--- src/rtl/iirt_pkg.sv ---
// Shared types, constants and microcode table for the transposed DF-II IIR filter.
package iirt_pkg;

  localparam int unsigned NCOEF = 7;
  localparam int unsigned NSTEP = 10;
  localparam int unsigned PC_W  = $clog2(NSTEP);

  typedef logic signed [15:0] sample_t;
  typedef logic signed [17:0] coef_t;
  typedef logic signed [33:0] prod_t;
  typedef logic signed [41:0] acc_t;
  typedef logic signed [39:0] dly_t;
  typedef logic [PC_W-1:0]    pc_t;
  typedef logic [1:0]         tap_t;

  localparam coef_t B0_RESET = 18'sd16384;
  localparam dly_t  DW_MAX   = {1'b0, {39{1'b1}}};
  localparam dly_t  DW_MIN   = {1'b1, {39{1'b0}}};
  localparam acc_t  RND_HALF = 42'sd8192;

  typedef enum logic [2:0] {
    REG_B0,
    REG_B1,
    REG_B2,
    REG_B3,
    REG_A1,
    REG_A2,
    REG_A3
  } reg_idx_e;

  typedef enum logic [1:0] {
    ACC_NOP,
    ACC_LOAD,
    ACC_SUB
  } acc_op_e;

  typedef enum logic {
    ST_IDLE,
    ST_RUN
  } seq_state_e;

  typedef struct packed {
    logic     mul_en;
    reg_idx_e coef;
    logic     op_y;
    acc_op_e  acc_op;
    tap_t     dly_idx;
    logic     y_en;
    logic     wr_en;
    tap_t     wr_idx;
    logic     jmp;
    tap_t     tap;
  } ucode_t;

  typedef struct packed {
    ucode_t uc;
    logic   step;
    logic   load_x;
  } ctrl_t;

  typedef struct packed {
    logic busy;
    pc_t  pc;
    logic done;
  } seq_status_t;

  function automatic ucode_t ucode_rom(input pc_t pc);
    ucode_t w;
    w = '0;
    case (pc)
      pc_t'(0): begin
        w.mul_en = 1'b1; w.coef = REG_B0;
      end
      pc_t'(1): begin
        w.acc_op = ACC_LOAD; w.dly_idx = 2'd0;
        w.mul_en = 1'b1; w.coef = REG_B1;
      end
      pc_t'(2): begin
        w.y_en = 1'b1;
        w.acc_op = ACC_LOAD; w.dly_idx = 2'd1;
      end
      pc_t'(3): begin
        w.mul_en = 1'b1; w.coef = REG_A1; w.op_y = 1'b1;
      end
      pc_t'(4): begin
        w.acc_op = ACC_SUB;
        w.mul_en = 1'b1; w.coef = REG_B2;
      end
      pc_t'(5): begin
        w.wr_en = 1'b1; w.wr_idx = 2'd0; w.jmp = 1'b1; w.tap = 2'd1;
        w.acc_op = ACC_LOAD; w.dly_idx = 2'd2;
        w.mul_en = 1'b1; w.coef = REG_A2; w.op_y = 1'b1;
      end
      pc_t'(6): begin
        w.acc_op = ACC_SUB;
        w.mul_en = 1'b1; w.coef = REG_B3;
      end
      pc_t'(7): begin
        w.wr_en = 1'b1; w.wr_idx = 2'd1; w.jmp = 1'b1; w.tap = 2'd2;
        w.acc_op = ACC_LOAD; w.dly_idx = 2'd3;
        w.mul_en = 1'b1; w.coef = REG_A3; w.op_y = 1'b1;
      end
      pc_t'(8): begin
        w.acc_op = ACC_SUB;
      end
      pc_t'(9): begin
        w.wr_en = 1'b1; w.wr_idx = 2'd2; w.jmp = 1'b1; w.tap = 2'd3;
      end
      default: begin
        w = '0;
      end
    endcase
    return w;
  endfunction

endpackage

--- src/rtl/iirt_datapath.sv ---
// Datapath: coefficient registers, shared multiplier, accumulator and delay words.
module iirt_datapath
  import iirt_pkg::*;
#(
  parameter int unsigned TAPS = 4
) (
  input  logic    clk_i,
  input  logic    rst_ni,
  input  ctrl_t   ctrl_i,
  input  sample_t x_i,
  input  logic    cfg_we_i,
  input  logic [2:0] cfg_idx_i,
  input  coef_t   cfg_data_i,
  output sample_t y_o
);

  localparam int unsigned NDly = TAPS - 1;

  coef_t   coef_q [NCOEF];
  dly_t    w_q    [NDly];
  sample_t x_q, y_q;
  prod_t   prod_q;
  acc_t    acc_q;

  ucode_t  uc;
  coef_t   coef_sel;
  sample_t op_sel;
  prod_t   prod_d;
  dly_t    dly_rd;
  dly_t    dly_sat;
  acc_t    acc_d;
  acc_t    rnd;
  logic [27:0] rnd_sh;
  sample_t y_d;

  assign uc       = ctrl_i.uc;
  assign coef_sel = coef_q[uc.coef];
  assign op_sel   = uc.op_y ? y_q : x_q;
  assign prod_d   = coef_sel * op_sel;

  always_comb begin
    dly_rd = '0;
    for (int i = 0; i < NDly; i++) begin
      if (uc.dly_idx == tap_t'(i)) begin
        dly_rd = w_q[i];
      end
    end
  end

  always_comb begin
    case (uc.acc_op)
      ACC_LOAD: acc_d = acc_t'(prod_q) + acc_t'(dly_rd);
      ACC_SUB:  acc_d = acc_q - acc_t'(prod_q);
      default:  acc_d = acc_q;
    endcase
  end

  always_comb begin
    if (acc_q[41:39] == 3'b000 || acc_q[41:39] == 3'b111) begin
      dly_sat = acc_q[39:0];
    end else if (acc_q[41]) begin
      dly_sat = DW_MIN;
    end else begin
      dly_sat = DW_MAX;
    end
  end

  always_comb begin
    rnd    = acc_q + RND_HALF;
    rnd_sh = rnd[41:14];
    if (rnd_sh[27:15] == '0 || rnd_sh[27:15] == '1) begin
      y_d = rnd_sh[15:0];
    end else if (rnd_sh[27]) begin
      y_d = 16'sh8000;
    end else begin
      y_d = 16'sh7fff;
    end
  end

  always_ff @(posedge clk_i or negedge rst_ni) begin
    if (!rst_ni) begin
      for (int i = 0; i < NCOEF; i++) begin
        coef_q[i] <= (i == int'(REG_B0)) ? B0_RESET : '0;
      end
    end else if (cfg_we_i && (cfg_idx_i < 3'(NCOEF))) begin
      coef_q[cfg_idx_i] <= cfg_data_i;
    end
  end

  always_ff @(posedge clk_i or negedge rst_ni) begin
    if (!rst_ni) begin
      for (int i = 0; i < NDly; i++) begin
        w_q[i] <= '0;
      end
    end else begin
      for (int i = 0; i < NDly; i++) begin
        if (ctrl_i.step && uc.wr_en && (uc.wr_idx == tap_t'(i))) begin
          w_q[i] <= dly_sat;
        end
      end
    end
  end

  always_ff @(posedge clk_i) begin
    if (ctrl_i.load_x) begin
      x_q <= x_i;
    end
    if (ctrl_i.step && uc.mul_en) begin
      prod_q <= prod_d;
    end
    if (ctrl_i.step) begin
      acc_q <= acc_d;
    end
    if (ctrl_i.step && uc.y_en) begin
      y_q <= y_d;
    end
  end

  assign y_o = y_q;

endmodule

--- src/rtl/iirt_seq.sv ---
// Microcode sequencer: step counter, control word fetch, jumps and output register.
module iirt_seq
  import iirt_pkg::*;
#(
  parameter int unsigned TAPS = 4
) (
  input  logic        clk_i,
  input  logic        rst_ni,
  input  logic        s_tvalid_i,
  output logic        s_tready_o,
  output logic        m_tvalid_o,
  input  logic        m_tready_i,
  output sample_t     m_tdata_o,
  input  sample_t     y_i,
  output ctrl_t       ctrl_o,
  output seq_status_t status_o
);

  localparam tap_t LastTap = tap_t'(TAPS - 1);

  seq_state_e state_q, state_d;
  pc_t        pc_q, pc_d;
  logic       out_valid_q;
  sample_t    out_data_q;
  ucode_t     uc;
  logic       last, out_free, step, done;

  assign uc       = ucode_rom(pc_q);
  assign last     = uc.jmp && (uc.tap == LastTap);
  assign out_free = !out_valid_q || m_tready_i;

  always_comb begin
    state_d = state_q;
    pc_d    = pc_q;
    step    = 1'b0;
    done    = 1'b0;
    case (state_q)
      ST_IDLE: begin
        if (s_tvalid_i) begin
          state_d = ST_RUN;
          pc_d    = '0;
        end
      end
      ST_RUN: begin
        if (!last || out_free) begin
          step = 1'b1;
          if (last) begin
            done    = 1'b1;
            state_d = ST_IDLE;
          end else begin
            pc_d = pc_q + 1'b1;
          end
        end
      end
      default: begin
        state_d = ST_IDLE;
      end
    endcase
  end

  always_ff @(posedge clk_i or negedge rst_ni) begin
    if (!rst_ni) begin
      state_q     <= ST_IDLE;
      pc_q        <= '0;
      out_valid_q <= 1'b0;
    end else begin
      state_q <= state_d;
      pc_q    <= pc_d;
      if (done) begin
        out_valid_q <= 1'b1;
      end else if (m_tready_i) begin
        out_valid_q <= 1'b0;
      end
    end
  end

  always_ff @(posedge clk_i) begin
    if (done) begin
      out_data_q <= y_i;
    end
  end

  assign s_tready_o    = (state_q == ST_IDLE);
  assign m_tvalid_o    = out_valid_q;
  assign m_tdata_o     = out_data_q;
  assign ctrl_o.uc     = uc;
  assign ctrl_o.step   = step;
  assign ctrl_o.load_x = s_tvalid_i && s_tready_o;
  assign status_o.busy = (state_q == ST_RUN);
  assign status_o.pc   = pc_q;
  assign status_o.done = done;

endmodule

--- src/rtl/iir_filter_transposed_df2.sv ---
// Top level of the microcoded transposed direct form II IIR filter.
//
//   channel   dir   handshake           payload
//   s_*       in    tvalid/tready       tdata[15:0] sample_in
//   m_*       out   tvalid/tready       tdata[15:0] sample_out
//   cfg_*     in    we (no wait)        idx[2:0], data[17:0]
//
// Each sample is accepted and then runs through the microcode steps up to the jump
// on the last tap; the single shared 18x16 multiplier sets the step count.
// Reset restores the coefficients (b0 = 1.0) and clears all delay words.
// The last step waits while the output register holds an untaken beat; a new
// sample is taken as soon as the previous one has moved to the output register.
module iir_filter_transposed_df2
  import iirt_pkg::*;
#(
  parameter int unsigned TAPS = 4
) (
  input  logic                clk_i,
  input  logic                rst_ni,
  input  logic                s_tvalid_i,
  output logic                s_tready_o,
  input  logic signed [15:0]  s_tdata_i,   // [15:0] sample_in
  output logic                m_tvalid_o,
  input  logic                m_tready_i,
  output logic signed [15:0]  m_tdata_o,   // [15:0] sample_out
  input  logic                cfg_we_i,
  input  logic [2:0]          cfg_idx_i,
  input  logic signed [17:0]  cfg_data_i
);

  ctrl_t       ctrl;
  seq_status_t st;
  sample_t     y;

  iirt_seq #(
    .TAPS(TAPS)
  ) u_seq (
    .clk_i      (clk_i),
    .rst_ni     (rst_ni),
    .s_tvalid_i (s_tvalid_i),
    .s_tready_o (s_tready_o),
    .m_tvalid_o (m_tvalid_o),
    .m_tready_i (m_tready_i),
    .m_tdata_o  (m_tdata_o),
    .y_i        (y),
    .ctrl_o     (ctrl),
    .status_o   (st)
  );

  iirt_datapath #(
    .TAPS(TAPS)
  ) u_datapath (
    .clk_i      (clk_i),
    .rst_ni     (rst_ni),
    .ctrl_i     (ctrl),
    .x_i        (s_tdata_i),
    .cfg_we_i   (cfg_we_i),
    .cfg_idx_i  (cfg_idx_i),
    .cfg_data_i (cfg_data_i),
    .y_o        (y)
  );

  a_start_at_zero: assert property (@(posedge clk_i) disable iff (!rst_ni)
    (s_tvalid_i && s_tready_o) |=> (st.busy && st.pc == '0))
    else $error("sequencer did not start at step zero");

  a_pc_in_range: assert property (@(posedge clk_i) disable iff (!rst_ni)
    st.busy |-> (st.pc < pc_t'(NSTEP)))
    else $error("step counter ran past the program");

  a_done_shows_beat: assert property (@(posedge clk_i) disable iff (!rst_ni)
    st.done |=> (m_tvalid_o && !st.busy))
    else $error("finished sample not presented");

endmodule

--- config.mk ---
export PLATFORM = sky130hd
export DESIGN_NAME = iir_filter_transposed_df2
export DESIGN_NICKNAME = d
export VERILOG_FILES = /design/src/rtl/iirt_pkg.sv /design/src/rtl/iirt_datapath.sv /design/src/rtl/iirt_seq.sv /design/src/rtl/iir_filter_transposed_df2.sv
export SDC_FILE = /design/constraint.sdc
export NUM_CORES = 2
export LEC_CHECK = 0
export BUFFER_PORTS_ARGS = -buffer_cell sky130_fd_sc_hd__buf_2
export CAP_MARGIN = 5
export CORE_MARGIN = 10
export CORE_UTILIZATION = 37
export CTS_CLUSTER_DIAMETER = 50
export CTS_CLUSTER_SIZE = 28
export DETAILED_ROUTE_END_ITERATION = 8
export PLACE_DENSITY = 0.66
export SYNTH_ARGS = -nofsm -noshare
export SYNTH_HDL_FRONTEND = slang
export SYNTH_SLANG_ARGS = --single-unit
--- constraint.sdc ---
create_clock -name clk_i -period 8 [get_ports clk_i]
set_clock_uncertainty 0.1 [all_clocks]
set_input_delay 0.4 -clock clk_i [delete_from_list [all_inputs] [get_ports clk_i]]
set_output_delay 0.4 -clock clk_i [all_outputs]
set_load 0.05 [all_outputs]
[After elaboration in Yosys (flattened, before gate mapping)]
Cells that the tools add are included.
Word-level totals
  register bits: 376
  input port bits: 42
  output and inout bits: 18
  logic and storage cells: 115
Cells by class
  $add $sub $neg: 4
  multipliers: 1
  order comparisons: 4
  equal/unequal tests: 21
  mux-type cells: 36
  bitwise logic cells: 3
  reduce and logical (&&, ||, !) cells: 28
Operator list (number)
  $mux W40: 5
  $bwmux W126: 1
  $pmux W42 S2: 1
  $bmux W18 S3: 1
  $demux W18 S3: 1
  $mux W18: 3
  $mux W16: 3
  $add A42 B15 Y42 const B: 1
  $sub A42 B34 Y42: 1
  $add A34 B40 Y41: 1
  $mul A18 B16 Y34: 1
  $pmux W4 S7: 1
  $pmux W6 S3: 1
  $eq A4 B3 Y1 const B: 4
  $eq A13 B13 Y1 const B: 1
  $logic_not A13 Y1: 1
  $mux W1: 12
  $mux W4: 3
  $logic_and A1 B1 Y1: 10
  $eq A2 B2 Y1 const B: 4
  $eq A4 B2 Y1 const B: 2
  $eq A4 B4 Y1 const B: 2
  $ge A4 B4 Y1 const B: 2
  $not A3 Y4: 2
  22 further kinds: 33

[Logic depth before layout (Yosys ltp)]
  depth in word-level cells: 10
  gate-level depth with buffers: 36
  depth with buffers taken out: 33

[Cells and area by module]
Synthesis repeated with hierarchy kept, for this count alone.
Unflattened totals
  cells, all modules: 3262
  area total of the unflattened synthesis: 31873.1 um2
By module, submodules not included
  iirt_datapath: instances 1, cells each 3170, area each 30767.0 um2, seq. area each 9400.3 um2
  iirt_seq: instances 1, cells each 92, area each 1106.1 um2, seq. area each 630.6 um2

[Worst setup path after synthesis]
Ideal clock, no wire load.
  kind: register to register
  start point: register u_seq.pc_q[0]
  end point: register u_datapath.prod_q[33] (data pin)
  setup time: 0.259 ns
  data arrival time: 7.588 ns
  data required time: 7.641 ns
  setup slack: 0.053 ns
  stages on the path, launching flop included: 35
  path buffers: 3
  period minus slack after synthesis: 7.947 ns
  cells stage by stage: dfrtp_1 inv_1 ha_1 a21oi_1 or2_2 clkbuf_1 buf_2 buf_2 nand2_1 nand3_1 o21ai_0 o21ai_1 nand2_1 fa_1 inv_1 fa_1 inv_1 fa_1 inv_1 fa_1 fa_1 inv_1 fa_1 inv_1 ha_1 nand2_1 o21ai_1 a2111oi_0 a21oi_1 nand4_1 and4b_1 or3_1 o21ai_0 a21oi_1 xnor2_1
Between the ends
  word-level cells in the longest chain between the ends: 7
  elaborated cells between the ends (all ways): 16
  those cells by class: 1 x mul; 6 x eq/ne; 6 x mux; 1 x bitwise; 2 x reduce/logical
RTL lines
  from (decl): line iirt_seq.sv:22  | pc_t pc_q, pc_d;
  from (signal assigned): line iirt_seq.sv:68  | pc_q <= pc_d;
  $eq A4 B3 Y1, or another cell as far along: line iirt_pkg.sv:70  | case (pc)
  $pmux W4 S7: line iirt_pkg.sv:70
  $not A3 Y4 (not written as such): line iirt_datapath.sv:37  | assign coef_sel = coef_q[uc.coef];
  $bmux W18 S3: line iirt_datapath.sv:37
  $mux W18 (not written as such) (2 in series): line iirt_datapath.sv:37
  $mul A18 B16 Y34 (*): line iirt_datapath.sv:39  | assign prod_d = coef_sel * op_sel;
  named net u_datapath.prod_d[33]: line iirt_datapath.sv:28  | prod_t prod_d;
  to (signal assigned): line iirt_datapath.sv:109  | prod_q <= prod_d;
  to (decl): line iirt_datapath.sv:22  | prod_t prod_q;
Mark *: on every way through the listed nets, which the timed path passes. The rest lies on a longest branch. The select of a mux whose other input is x is not followed.
A chain may end at the register's enable or synchronous reset.

[Final worst setup path]
Same ends and word-level chain as after synthesis.

==> summary.md <==
| Metric | Value |
|---|---|
| Worst R2R Setup Slack | 0.22 ns |
| Hpwl dp | 65100 um |
| Synth unique cells | between 80 and 90 |
| Root buffer cell | clkbuf_16 |
| Chip width | 313 um |
| Worst Setup Start Kind | flop |
| Starting DRC count in detailed routing | 1917 |
| Clk Latency, worst-skew pair | 0.62 ns |
| R2r endpoint | u_datapath.prod_q[33]$_DFFE_PP_ |
| WL/cell | 18.6 um |
| Initial Util | 37.3% |
| CTS tree | yes |
| Cell mode on critical path | fa_1 |
| Post-DR vias/cell | 5.22 |
| Synth Flop Type | dfrtp_1 |
| # fillers | 8119 |
| Final Max Tran Viols | 0 |
| Number of global-route vias before repair | roughly 25000 |
| Initial antenna violation count | 4 |
| Peak Freq | ~130 MHz |
| Io pins | 60 |
| Maximum number of pins on one net before global-route repair | 132 |
| EDFF count, synth | 124 |
| Fin. Hold Viols | 0 |
| Setup repair after global routing missed its margin | yes |
| Ys async rst share | between 60% and 70% |
| Synth Instances | 3359 |
| Yosys top cell area share | 19.8% |
| Critical path type | flop to flop |
| Crit-path max cell delay | between 0.5 and 0.6 ns |
| Die area | 97700 um2 |
| Worst-path maximum fanout | 8 |
| Critical path launch point | u_seq.pc_q[0]$_DFFE_PN0P_ |
| Depth of the most critical reg-to-reg path | 35 |
| Reg2Reg Launch Point | u_seq.pc_q[0]$_DFFE_PN0P_ |
| Final nets | 4048 |
| Synth top area cells | dfrtp_1 (20%), fa_1 (18%), edfxtp_1 (12%) |
| Synthesized flop and latch total | roughly 380 |
| Max Cap Violations | 0 |
| Depth of the CTS H-tree | 2 |
| Final ANT Viol Nets | 0 |
| CTS buffer count | 50 |
| Tmin final | 7.78 ns |
| Syn Area/Cell | 9.43 um2 |
| Fraction of layout cells with a size suffix above 1 | 17.2% |
| Area after DPL | 34200 um2 |
| PortBufs | 59 |
| Synth Warn # | 0 |
| GR Util All Layers | between 10% and 20% |
| Via count | 24700 |
| DR pass1 iterations | 5 |
| Worst-Margin Slew | 1.04 ns |
| Yosys top cell by area | dfrtp_1 |
| Crit path capture | u_datapath.prod_q[33]$_DFFE_PP_ |
| Slew headroom | 30.4% |
| Chip Height | 313 um |
| Remaining global-route overflow | 0 |
| Crit-path slowest cell | fa_1 |
| Clock sink count | approximately 380 |
| Synthesized cell area | 31700 um2 |
| CTS max path bufs | 3 |
| Critical Path Sink Type | flop |
| Final setup viols | 0 |
| Residual DRC | 0 |
| Cell row count | approximately 110 |
| Total wire length | 87700 um |
| Gp weighted congestion | 0.936 |
| CP arrival | 8.02 ns |
| Core area | approximately 85000 um2 |
| Period utilisation layout | 97.3% |
| Hold WC Path Type | primary input to flop |
| Most common cell in the netlist | nand2_1 |
| Sequential share of the synthesized area | 31.7% |
| Fin area | around 37000 um2 |
| Most frequent cells after synthesis | nand2_1 (492), inv_1 (404), o21ai_0 (308) |
| First-pass GRT wire length | 138000 um |
| Synthesized Nets | 3866 |
| Area Overhead vs Synth | 16.9% |
| Outcome | finished, final reports clean |
| Clock transition at path regs | roughly 0.07 ns |
| Worst EP required | 8.24 ns |
## registers in the layout (all words and copies together) (netlist names)
name / cells
u_datapath.acc_q: 42
u_datapath.coef_q: 126
u_datapath.prod_q: 34
u_datapath.w_q: 120
u_datapath.x_q: 16
u_datapath.y_o: 16
u_seq.m_tdata_o: 16
u_seq.m_tvalid_o: 1
u_seq.pc_q: 4
u_seq.state_q: 1
## final cells by class
| cell class | count | area [um2] | area share (%) |
|---|---|---|---|
| diodes | 1 | 2.50 | 0.00676 |
| clock buffers | 57 | 1320 | 3.56 |
| clock inverters | 37 | 460 | 1.24 |
| inverters | 405 | 1520 | 4.11 |
| multi-input cells | 2430 | 20000 | 54.0 |
| flip-flops and latches | 376 | 10000 | 27.1 |
| well taps | 1144 | 1430 | 3.87 |
| repair buffers | 278 | 2290 | 6.17 |
## layout by cell type (no fill, tap or decap), types with 48 or more instances in the layout
master       n
a21oi_1    133
o21ai_0    295
ha_1       165
edfxtp_1   124
nand2_1    487
nor2_1     211
a21o_1      62
xor2_1      48
buf_2       58
inv_1      399
clkbuf_16   56
buf_4      169
dfrtp_1    251
mux2_2     141
xnor2_1     78
fa_1       289
nand3_1     49
## metal layers
layer | vias up | track usage, % | share of wire, %
li1 | 11600 | - | -
met1 | 12100 | 24.0 | 44
met2 | 840 | 28.0 | 45
met3 | 159 | 2.84 | 7.7
met4 | 4 | 5.07 | 3.0
met5 | - | 0 | 0.026
## critical path, delay by kind of cell (launching register included)
kind / cells / cell delay (ns)
adders and majority gates: 8 / 3.57
and+or+nand+nor: 11 / 1.63
buffers and inverters: 9 / 0.91
AOI/OAI and AO/OA: 6 / 0.78
DFF: 1 / 0.39
xor gates and xnor gates: 1 / 0.12
## repair_timing
item / in CTS / in global routing
hold endpoints to repair: 114 / 0
pin swaps: 0 / 44
buffers inserted: 0 / 34
endpoints found under the setup margin: 5 / 12
gates resized for setup: 5 / 96
gates cloned: 0 / 8
hold buffers: 24 / 0
## cell families after synthesis
logic type,Yosys count,share of synthesized area [%]
adders and majority gates,465,25.3
DFF,376,31.7
and+or+nand+nor,922,12.5
AOI/OAI and AO/OA,735,14.0
muxes,182,6.35
buffers and inverters,553,6.65
xor gates and xnor gates,126,3.48
## how the worst min path moves through the flow
stage / end / slack, ns / startpoint / cells after the start
after floorplan: u_datapath.coef_q[0]$_DFFE_PN0P_ / 0.004 / rst_ni / 0
after global placement: u_datapath.w_q[39]$_DFFE_PN0P_ / 0.35 / rst_ni / 1
after detailed placement: u_datapath.w_q[39]$_DFFE_PN0P_ / 0.36 / rst_ni / 1
after CTS: u_datapath.coef_q[26]$_DFFE_PN0P_ / 0.001 / cfg_data_i[8] / 2
after global routing: u_datapath.coef_q[10]$_DFFE_PN0P_ / 0.02 / cfg_data_i[10] / 2
final: u_datapath.coef_q[26]$_DFFE_PN0P_ / 0.02 / cfg_data_i[8] / 2
## through the flow
step	worst slack [ns]	hold WS [ns]	utilization [%]	std cells	TNS [ns]
after floorplan	0.0529	0.00441	-	3359	0
final	0.218	0.0239	43.6	4728	0
after global placement	-0.0200	0.352	40.2	4567	-0.0200
after CTS	0.0210	0.00109	42.6	4685	0
after global routing	-0.166	0.0185	43.6	4727	-0.695
after detailed placement	-0.116	0.360	40.2	4567	-0.133
Power is left out: the tool's default activity adds up to more than one toggle a clock period on the data nets, which glitch-free logic cannot reach.
